==> src/rtl/itaf_pkg.sv <==
// shared types, codes and character tables for the integer to ascii formatter
`default_nettype none

package itaf_pkg;

   // default width at which a value is read
   localparam int VALUE_WIDTH_DEF = 32;

   // width of the running character count
   localparam int COUNT_WIDTH = 32;

   // ascii codes used directly
   localparam logic [7:0] CHAR_MINUS = 8'h2D;

   // digit tables, index is the digit value
   localparam logic [7:0] HEX_LOWER [16] = '{
      8'h30, 8'h31, 8'h32, 8'h33, 8'h34, 8'h35, 8'h36, 8'h37,
      8'h38, 8'h39, 8'h61, 8'h62, 8'h63, 8'h64, 8'h65, 8'h66
   };
   localparam logic [7:0] HEX_UPPER [16] = '{
      8'h30, 8'h31, 8'h32, 8'h33, 8'h34, 8'h35, 8'h36, 8'h37,
      8'h38, 8'h39, 8'h41, 8'h42, 8'h43, 8'h44, 8'h45, 8'h46
   };

   // format selector codes
   typedef enum logic [1:0] {
      FMT_SDEC = 2'd0,
      FMT_UDEC = 2'd1,
      FMT_HEXL = 2'd2,
      FMT_HEXU = 2'd3
   } fmt_type;

   // input beat
   typedef struct packed {
      fmt_type     action;
      logic [31:0] value;
   } req_type;

   // result beat, one per character
   typedef struct packed {
      logic [7:0]             char_code;
      logic                   last_char;
      logic [COUNT_WIDTH-1:0] total_emitted;
   } rsp_type;

   // classified job handed from front to back
   typedef struct packed {
      logic    negative;
      fmt_type fmt;
   } job_type;

   // back end sequencer states
   typedef enum logic [1:0] {
      ST_IDLE = 2'd0,
      ST_CONV = 2'd1,
      ST_NORM = 2'd2,
      ST_EMIT = 2'd3
   } back_state_type;

   // ascii code of one digit
   function automatic logic [7:0] digit_char(input logic [3:0] digit, input logic upper);
      digit_char = upper ? HEX_UPPER[digit] : HEX_LOWER[digit];
   endfunction

endpackage

`default_nettype wire

==> src/rtl/integer_to_ascii_formatter.sv <==
// top level of the integer to ascii formatter
//
//   channel   direction  handshake            beat
//   req_      in         req_valid/req_stall  req_type: action, value
//   rsp_      out        rsp_valid/rsp_stall  rsp_type: char_code, last_char, total_emitted
//
// the back end double dabble unit, four bits per cycle, converts decimal values; hex skips it.
// a two entry job queue lets the front accept values while the back still converts.
// reset is synchronous: it empties the queue, drops rsp_valid and clears the count.
// a stalled output beat holds; the back end waits for the output register to free.
`default_nettype none

module integer_to_ascii_formatter
   import itaf_pkg::*;
#(
   parameter int VALUE_WIDTH = VALUE_WIDTH_DEF
) (
   input  wire logic    clock,
   input  wire logic    reset,
   input  wire logic    req_valid,
   output logic         req_stall,
   input  wire req_type req_beat,
   output logic         rsp_valid,
   input  wire logic    rsp_stall,
   output rsp_type      rsp_beat
);

   logic                   job_valid;
   job_type                job;
   logic [VALUE_WIDTH-1:0] job_mag;
   logic                   job_take;

   // accept and classify
   itaf_front #(
      .VALUE_WIDTH(VALUE_WIDTH)
   ) u_front (
      .clock     (clock),
      .reset     (reset),
      .req_valid (req_valid),
      .req_stall (req_stall),
      .req_beat  (req_beat),
      .job_valid (job_valid),
      .job       (job),
      .job_mag   (job_mag),
      .job_take  (job_take)
   );

   // convert and emit
   itaf_back #(
      .VALUE_WIDTH(VALUE_WIDTH)
   ) u_back (
      .clock     (clock),
      .reset     (reset),
      .job_valid (job_valid),
      .job       (job),
      .job_mag   (job_mag),
      .job_take  (job_take),
      .rsp_valid (rsp_valid),
      .rsp_stall (rsp_stall),
      .rsp_beat  (rsp_beat)
   );

endmodule

`default_nettype wire

==> src/rtl/itaf_front.sv <==
// front end: accepts input beats, forms sign and magnitude, queues jobs
`default_nettype none

module itaf_front
   import itaf_pkg::*;
#(
   parameter int VALUE_WIDTH = VALUE_WIDTH_DEF
) (
   input  wire logic                   clock,
   input  wire logic                   reset,
   input  wire logic                   req_valid,
   output logic                        req_stall,
   input  wire req_type                req_beat,
   output logic                        job_valid,
   output job_type                     job,
   output logic [VALUE_WIDTH-1:0]      job_mag,
   input  wire logic                   job_take
);

   localparam int QDEPTH = 2;
   localparam int CNT_W  = $clog2(QDEPTH + 1);

   logic [63:0]            value_wide;
   logic [VALUE_WIDTH-1:0] value_raw;
   logic                   is_negative;
   logic [VALUE_WIDTH-1:0] magnitude;
   logic                   push;
   logic                   pop;

   job_type                job_q_ff [QDEPTH];
   logic [VALUE_WIDTH-1:0] mag_q_ff [QDEPTH];
   logic                   wr_ptr_ff;
   logic                   wr_ptr_in;
   logic                   rd_ptr_ff;
   logic                   rd_ptr_in;
   logic [CNT_W-1:0]       count_ff;
   logic [CNT_W-1:0]       count_in;

   // read the value at the configured width, take magnitude of signed negatives
   assign value_wide  = {32'd0, req_beat.value};
   assign value_raw   = value_wide[VALUE_WIDTH-1:0];
   assign is_negative = (req_beat.action == FMT_SDEC) && value_raw[VALUE_WIDTH-1];
   assign magnitude   = is_negative ? (~value_raw + VALUE_WIDTH'(1)) : value_raw;

   // queue handshake
   assign req_stall = (count_ff == CNT_W'(QDEPTH));
   assign push      = req_valid && !req_stall;
   assign job_valid = (count_ff != '0);
   assign pop       = job_take && job_valid;
   assign job       = job_q_ff[rd_ptr_ff];
   assign job_mag   = mag_q_ff[rd_ptr_ff];

   // pointer and fill count
   always_comb begin
      wr_ptr_in = push ? ~wr_ptr_ff : wr_ptr_ff;
      rd_ptr_in = pop ? ~rd_ptr_ff : rd_ptr_ff;
      count_in  = count_ff;
      if (push && !pop) begin
         count_in = count_ff + CNT_W'(1);
      end else if (pop && !push) begin
         count_in = count_ff - CNT_W'(1);
      end
   end

   always_ff @(posedge clock) begin
      if (reset) begin
         wr_ptr_ff <= 1'b0;
         rd_ptr_ff <= 1'b0;
         count_ff  <= '0;
      end else begin
         wr_ptr_ff <= wr_ptr_in;
         rd_ptr_ff <= rd_ptr_in;
         count_ff  <= count_in;
      end
   end

   // queue storage
   always_ff @(posedge clock) begin
      if (push) begin
         job_q_ff[wr_ptr_ff] <= '{negative: is_negative, fmt: req_beat.action};
         mag_q_ff[wr_ptr_ff] <= magnitude;
      end
   end

endmodule

`default_nettype wire

==> src/rtl/itaf_back.sv <==
// back end: binary to bcd conversion, leading zero skip and character output
`default_nettype none

module itaf_back
   import itaf_pkg::*;
#(
   parameter int VALUE_WIDTH = VALUE_WIDTH_DEF
) (
   input  wire logic                   clock,
   input  wire logic                   reset,
   input  wire logic                   job_valid,
   input  wire job_type                job,
   input  wire logic [VALUE_WIDTH-1:0] job_mag,
   output logic                        job_take,
   output logic                        rsp_valid,
   input  wire logic                   rsp_stall,
   output rsp_type                     rsp_beat
);

   localparam int NIB    = (VALUE_WIDTH + 3) / 4;
   localparam int MAG_W  = NIB * 4;
   localparam int DIGITS = (VALUE_WIDTH * 1233) / 4096 + 1;
   localparam int BCD_W  = DIGITS * 4;
   localparam int IDX_W  = $clog2(DIGITS);
   localparam int STEP_W = $clog2(NIB);

   back_state_type         state_ff;
   back_state_type         state_in;
   logic [MAG_W-1:0]       shift_ff;
   logic [MAG_W-1:0]       shift_in;
   logic [BCD_W-1:0]       bcd_ff;
   logic [BCD_W-1:0]       bcd_in;
   logic [STEP_W-1:0]      step_ff;
   logic [STEP_W-1:0]      step_in;
   logic [IDX_W-1:0]       idx_ff;
   logic [IDX_W-1:0]       idx_in;
   logic                   sign_ff;
   logic                   sign_in;
   logic                   upper_ff;
   logic                   upper_in;
   logic                   rsp_valid_ff;
   logic                   rsp_valid_in;
   rsp_type                rsp_ff;
   rsp_type                rsp_in;
   logic [COUNT_WIDTH-1:0] total_ff;
   logic [COUNT_WIDTH-1:0] total_in;

   logic [BCD_W-1:0]       dab;
   logic [MAG_W-1:0]       dab_shift;
   logic [IDX_W-1:0]       top_idx;
   logic [3:0]             cur_digit;
   logic                   out_free;

   // double dabble, four magnitude bits per cycle
   always_comb begin
      dab       = bcd_ff;
      dab_shift = shift_ff;
      for (int b = 0; b < 4; b++) begin
         for (int d = 0; d < DIGITS; d++) begin
            if (dab[d*4 +: 4] >= 4'd5) begin
               dab[d*4 +: 4] = dab[d*4 +: 4] + 4'd3;
            end
         end
         dab       = {dab[BCD_W-2:0], dab_shift[MAG_W-1]};
         dab_shift = {dab_shift[MAG_W-2:0], 1'b0};
      end
   end

   // highest nonzero digit, digit zero when all are zero
   always_comb begin
      top_idx = '0;
      for (int d = 0; d < DIGITS; d++) begin
         if (bcd_ff[d*4 +: 4] != 4'd0) begin
            top_idx = IDX_W'(d);
         end
      end
   end

   assign cur_digit = bcd_ff[{idx_ff, 2'b00} +: 4];
   assign out_free  = !rsp_valid_ff || !rsp_stall;

   // sequencer
   always_comb begin
      state_in     = state_ff;
      shift_in     = shift_ff;
      bcd_in       = bcd_ff;
      step_in      = step_ff;
      idx_in       = idx_ff;
      sign_in      = sign_ff;
      upper_in     = upper_ff;
      total_in     = total_ff;
      rsp_in       = rsp_ff;
      rsp_valid_in = rsp_valid_ff && rsp_stall;
      job_take     = 1'b0;
      unique case (state_ff)
         ST_IDLE: begin
            if (job_valid) begin
               job_take = 1'b1;
               sign_in  = job.negative;
               upper_in = (job.fmt == FMT_HEXU);
               shift_in = MAG_W'(job_mag);
               step_in  = '0;
               if (job.fmt == FMT_SDEC || job.fmt == FMT_UDEC) begin
                  bcd_in   = '0;
                  state_in = ST_CONV;
               end else begin
                  bcd_in   = BCD_W'(job_mag);
                  state_in = ST_NORM;
               end
            end
         end
         ST_CONV: begin
            bcd_in   = dab;
            shift_in = dab_shift;
            step_in  = step_ff + STEP_W'(1);
            if (step_ff == STEP_W'(NIB - 1)) begin
               state_in = ST_NORM;
            end
         end
         ST_NORM: begin
            idx_in   = top_idx;
            state_in = ST_EMIT;
         end
         ST_EMIT: begin
            if (out_free) begin
               rsp_valid_in         = 1'b1;
               total_in             = total_ff + COUNT_WIDTH'(1);
               rsp_in.total_emitted = total_ff + COUNT_WIDTH'(1);
               if (sign_ff) begin
                  rsp_in.char_code = CHAR_MINUS;
                  rsp_in.last_char = 1'b0;
                  sign_in          = 1'b0;
               end else begin
                  rsp_in.char_code = digit_char(cur_digit, upper_ff);
                  rsp_in.last_char = (idx_ff == '0);
                  if (idx_ff == '0) begin
                     state_in = ST_IDLE;
                  end else begin
                     idx_in = idx_ff - IDX_W'(1);
                  end
               end
            end
         end
         default: begin
            state_in = ST_IDLE;
         end
      endcase
   end

   // control state
   always_ff @(posedge clock) begin
      if (reset) begin
         state_ff     <= ST_IDLE;
         rsp_valid_ff <= 1'b0;
         total_ff     <= '0;
      end else begin
         state_ff     <= state_in;
         rsp_valid_ff <= rsp_valid_in;
         total_ff     <= total_in;
      end
   end

   // working registers and output beat
   always_ff @(posedge clock) begin
      shift_ff <= shift_in;
      bcd_ff   <= bcd_in;
      step_ff  <= step_in;
      idx_ff   <= idx_in;
      sign_ff  <= sign_in;
      upper_ff <= upper_in;
      rsp_ff   <= rsp_in;
   end

   assign rsp_valid = rsp_valid_ff;
   assign rsp_beat  = rsp_ff;

endmodule

`default_nettype wire

==> config.mk <==
export PLATFORM = sky130hd
export DESIGN_NAME = integer_to_ascii_formatter
export DESIGN_NICKNAME = d
export VERILOG_FILES = /design/src/rtl/itaf_pkg.sv /design/src/rtl/integer_to_ascii_formatter.sv /design/src/rtl/itaf_front.sv /design/src/rtl/itaf_back.sv
export SDC_FILE = /design/constraint.sdc
export NUM_CORES = 1
export LEC_CHECK = 0
export BUFFER_PORTS_ARGS = -buffer_cell sky130_fd_sc_hd__buf_2
export CELL_PAD_IN_SITES_DETAIL_PLACEMENT = 1
export CELL_PAD_IN_SITES_GLOBAL_PLACEMENT = 1
export CORE_UTILIZATION = 49
export CTS_CLUSTER_SIZE = 12
export DETAILED_ROUTE_END_ITERATION = 12
export PLACE_DENSITY = 0.93
export SYNTH_ARGS = -nofsm -noshare
export SYNTH_HDL_FRONTEND = slang
export SYNTH_SLANG_ARGS = --single-unit
==> constraint.sdc <==
create_clock -name clock -period 6.5 [get_ports clock]
set_input_delay 0.325 -clock clock [delete_from_list [all_inputs] [get_ports clock]]
set_output_delay 0.325 -clock clock [all_outputs]
set_load 0.05 [all_outputs]
==> metrics <==
f_max=208.3 MHz; grt ovf=0; CTS root buf=clkbuf_16; global-route wire length before repair=89.82 mm; worst min path class=primary input to flop; EDFF count, synth=191; crit path buf inv count=2; synthesized flop and latch total=231; R2R setup slack=1700 ps; # Max-Cap Violations=0; final wirelength=58.22 mm; commonest non-fill, non-tap cell in the layout=edfxtp_1; RSZ-0062 raised after global routing=no; layout cells sized above 1=15.00%; CTS tree=built; fin crit period=4801 ps; register area share after synthesis=42.64%; DRC viols=0; nets=1730; number of global-route vias before repair=15.07k; Worst setup EP type=flop; post-synthesis cell count=1583; HP Start=req_beat[33]; Slew headroom=27.43%; Largest stage delay, worst path=590 ps; CTS clk-pin slew, worst paths=70 ps; Pre-antenna DRT Iters=7; worst hold stages=1; Die W=178.9 µm; Syn Nets=1677; commonest cells after routing, fill and taps aside=edfxtp_1, nor2_1, nand2_1, o21ai_0, a21oi_1; worst path cell trace=inv_1, ha_1, nand2b_1, a211oi_1, nor2_1, inv_1, ha_1, o21bai_1, a211oi_1, or2_1, ha_1, or4_1, o211ai_1, a32oi_1, nand2b_1, a211oi_1, a221o_1; cell family with most CP delay=compound AO/OA/AOI/OAI gates; setup TNS=0 ps; # IOs=81; worst slew pin tran=1089 ps; CP max-delay cell=a211oi_1; Slew Viols, Final=0; GPL Wtd Cong=0.8558; mapped cell area=15330 µm²; CTS buffer count=25; CP arrival=5200 ps; Setup CP Type=flop to flop; post-DP HPWL=35.07 mm; capture point of the worst reg-to-reg path=u_back.bcd_ff[30]$_DFFE_PP_; Layout area overhead=9.395%; H-tree levels=1; post-CTS sizing=0; initial antenna violation count=2; Cell Rows=64; core area=30670 µm²; GR Util All Layers=36.78%; CTS Hold Bufs=0; critical path fanouts, max=6; total setup buffers inserted after CTS=0; Yosys cell types=94; final period utilization=73.86%; drt via density=7.023; die area=31990 µm²; Async SR Flop Fraction=0%; die height=178.9 µm; final hold slack=66.62 ps; Vias=14.41k; clock latency at the later pin of the worst-skew pair=540 ps; initial core utilization=49.98%; input/output buffers=79; Synth Warn #=0; Mapped Avg Cell Area=9.683 µm²; Reg2Reg Depth=17; wire per inst=28.37 µm; CP required=6900 ps; reg-to-reg startpoint=u_back.bcd_ff[28]$_DFFE_PP_; Most used DFF post-synth=edfxtp_1; final setup fails=0; final hold violation count=0; worst min-delay path endpoint=u_front.job_q_ff[1][1]$_DFFE_PP_; CP Launch Type=flop; end-of-flow core utilization=54.68%; clk_skew=15.80 ps; clk sinks=231; CTS Buffer Depth=3; drt initial violations=1676; antenna-violating nets left=0; largest net degree at the start of global routing=73; fill cell count=3353; status=complete, no violations
metal layers:
metal	vias to the layer above	global-route usage [%]	routed length (µm)
li1	5914	-	-
met1	7065	41.56	20450
met2	1058	62.27	28410
met3	375	8.609	5067
met4	0	23.48	4296
met5	-	0	0
worst max path at each step:
stage / start / end / depth (start not counted) / slack [ps]
3_3_place_gp: u_back.bcd_ff[32]$_SDFFCE_PN0P_ / u_back.bcd_ff[38]$_SDFFCE_PN0P_ / 20 / 2420
3_5_place_dp: u_back.bcd_ff[32]$_SDFFCE_PN0P_ / u_back.bcd_ff[38]$_SDFFCE_PN0P_ / 20 / 2050
6_report: u_back.bcd_ff[28]$_DFFE_PP_ / u_back.bcd_ff[30]$_DFFE_PP_ / 17 / 1700
2_1_floorplan: u_back.state_ff[1]$_SDFFE_PP0P_ / u_back.bcd_ff[0]$_DFFE_PP_ / 6 / 1100
4_1_cts: u_back.bcd_ff[28]$_DFFE_PP_ / u_back.bcd_ff[30]$_DFFE_PP_ / 17 / 1870
5_1_grt: u_back.bcd_ff[28]$_DFFE_PP_ / u_back.bcd_ff[30]$_DFFE_PP_ / 17 / 1570
metrics by stage:
step / cells / area [µm²] / worst slack (ps)
5_1_grt: 2049 / 16760 / 1566
4_1_cts: 2049 / 16760 / 1866
3_5_place_dp: 2005 / 16030 / 2055
3_3_place_gp: 2005 / 16030 / 2421
2_1_floorplan: 1583 / 15330 / 1104
6_report: 2052 / 16770 / 1699
state kept, by name, indices dropped and copies added (netlist names), 2 cells and up, named ones only:
name and count:
u_back.idx_ff 4, u_front.count_ff 2, u_back.shift_ff 32, u_front.job_q_ff 6, u_back.bcd_ff 40, u_front.mag_q_ff 64
u_back.step_ff 3, u_back.total_ff 32, u_back.rsp_beat 40, u_back.state_ff 2
cell usage after synthesis (13+ instances only):
library cell / n / share of area [%]
xnor2_1: 52 / 3.0
edfxtp_1: 191 / 37
nand2_1: 148 / 3.6
mux2_2: 50 / 3.7
and3_1: 13 / 0.53
nand3_1: 42 / 1.4
o21ai_0: 90 / 2.9
or3_1: 27 / 1.1
a211oi_1: 35 / 1.7
mux2i_1: 39 / 2.5
nand4_1: 13 / 0.53
inv_1: 79 / 1.9
xor2_1: 53 / 3.0
a21oi_1: 83 / 2.7
o21a_1: 13 / 0.64
nor3_1: 30 / 0.98
o211ai_1: 14 / 0.69
ha_1: 56 / 4.6
nand2b_1: 29 / 1.2
o21ai_1: 23 / 0.75
clkbuf_1: 36 / 0.88
or2_2: 15 / 0.61
dfxtp_1: 40 / 5.2
nor2_1: 150 / 3.7
cells by family (layout without fill, tap and decap cells):
group	Yosys count	in the layout	synth area share, %
and+or+nand+nor	532	532	17.02
muxes	103	103	7.918
buffers and inverters	145	215	3.771
xor gates and xnor gates	105	105	6.000
other	1	4	0.02446
AOI/OAI and AO/OA	410	410	18.06
adders and majority gates	56	56	4.571
DFF	231	231	42.64
cell type report:
cell class,instances,area (µm²),share of cell area [%]
clock buffers,39,698.2,4.164
repair buffers,87,455.4,2.716
well taps,396,495.5,2.955
multi-input cells,1207,8228,49.07
flip-flops and latches,231,6538,38.99
clock inverters,5,31.28,0.1865
inverters,84,315.3,1.880
diodes,3,7.507,0.04477
Power is not shown: default switching activity piles up to over one toggle a cycle in this logic, so the estimate is an artifact.
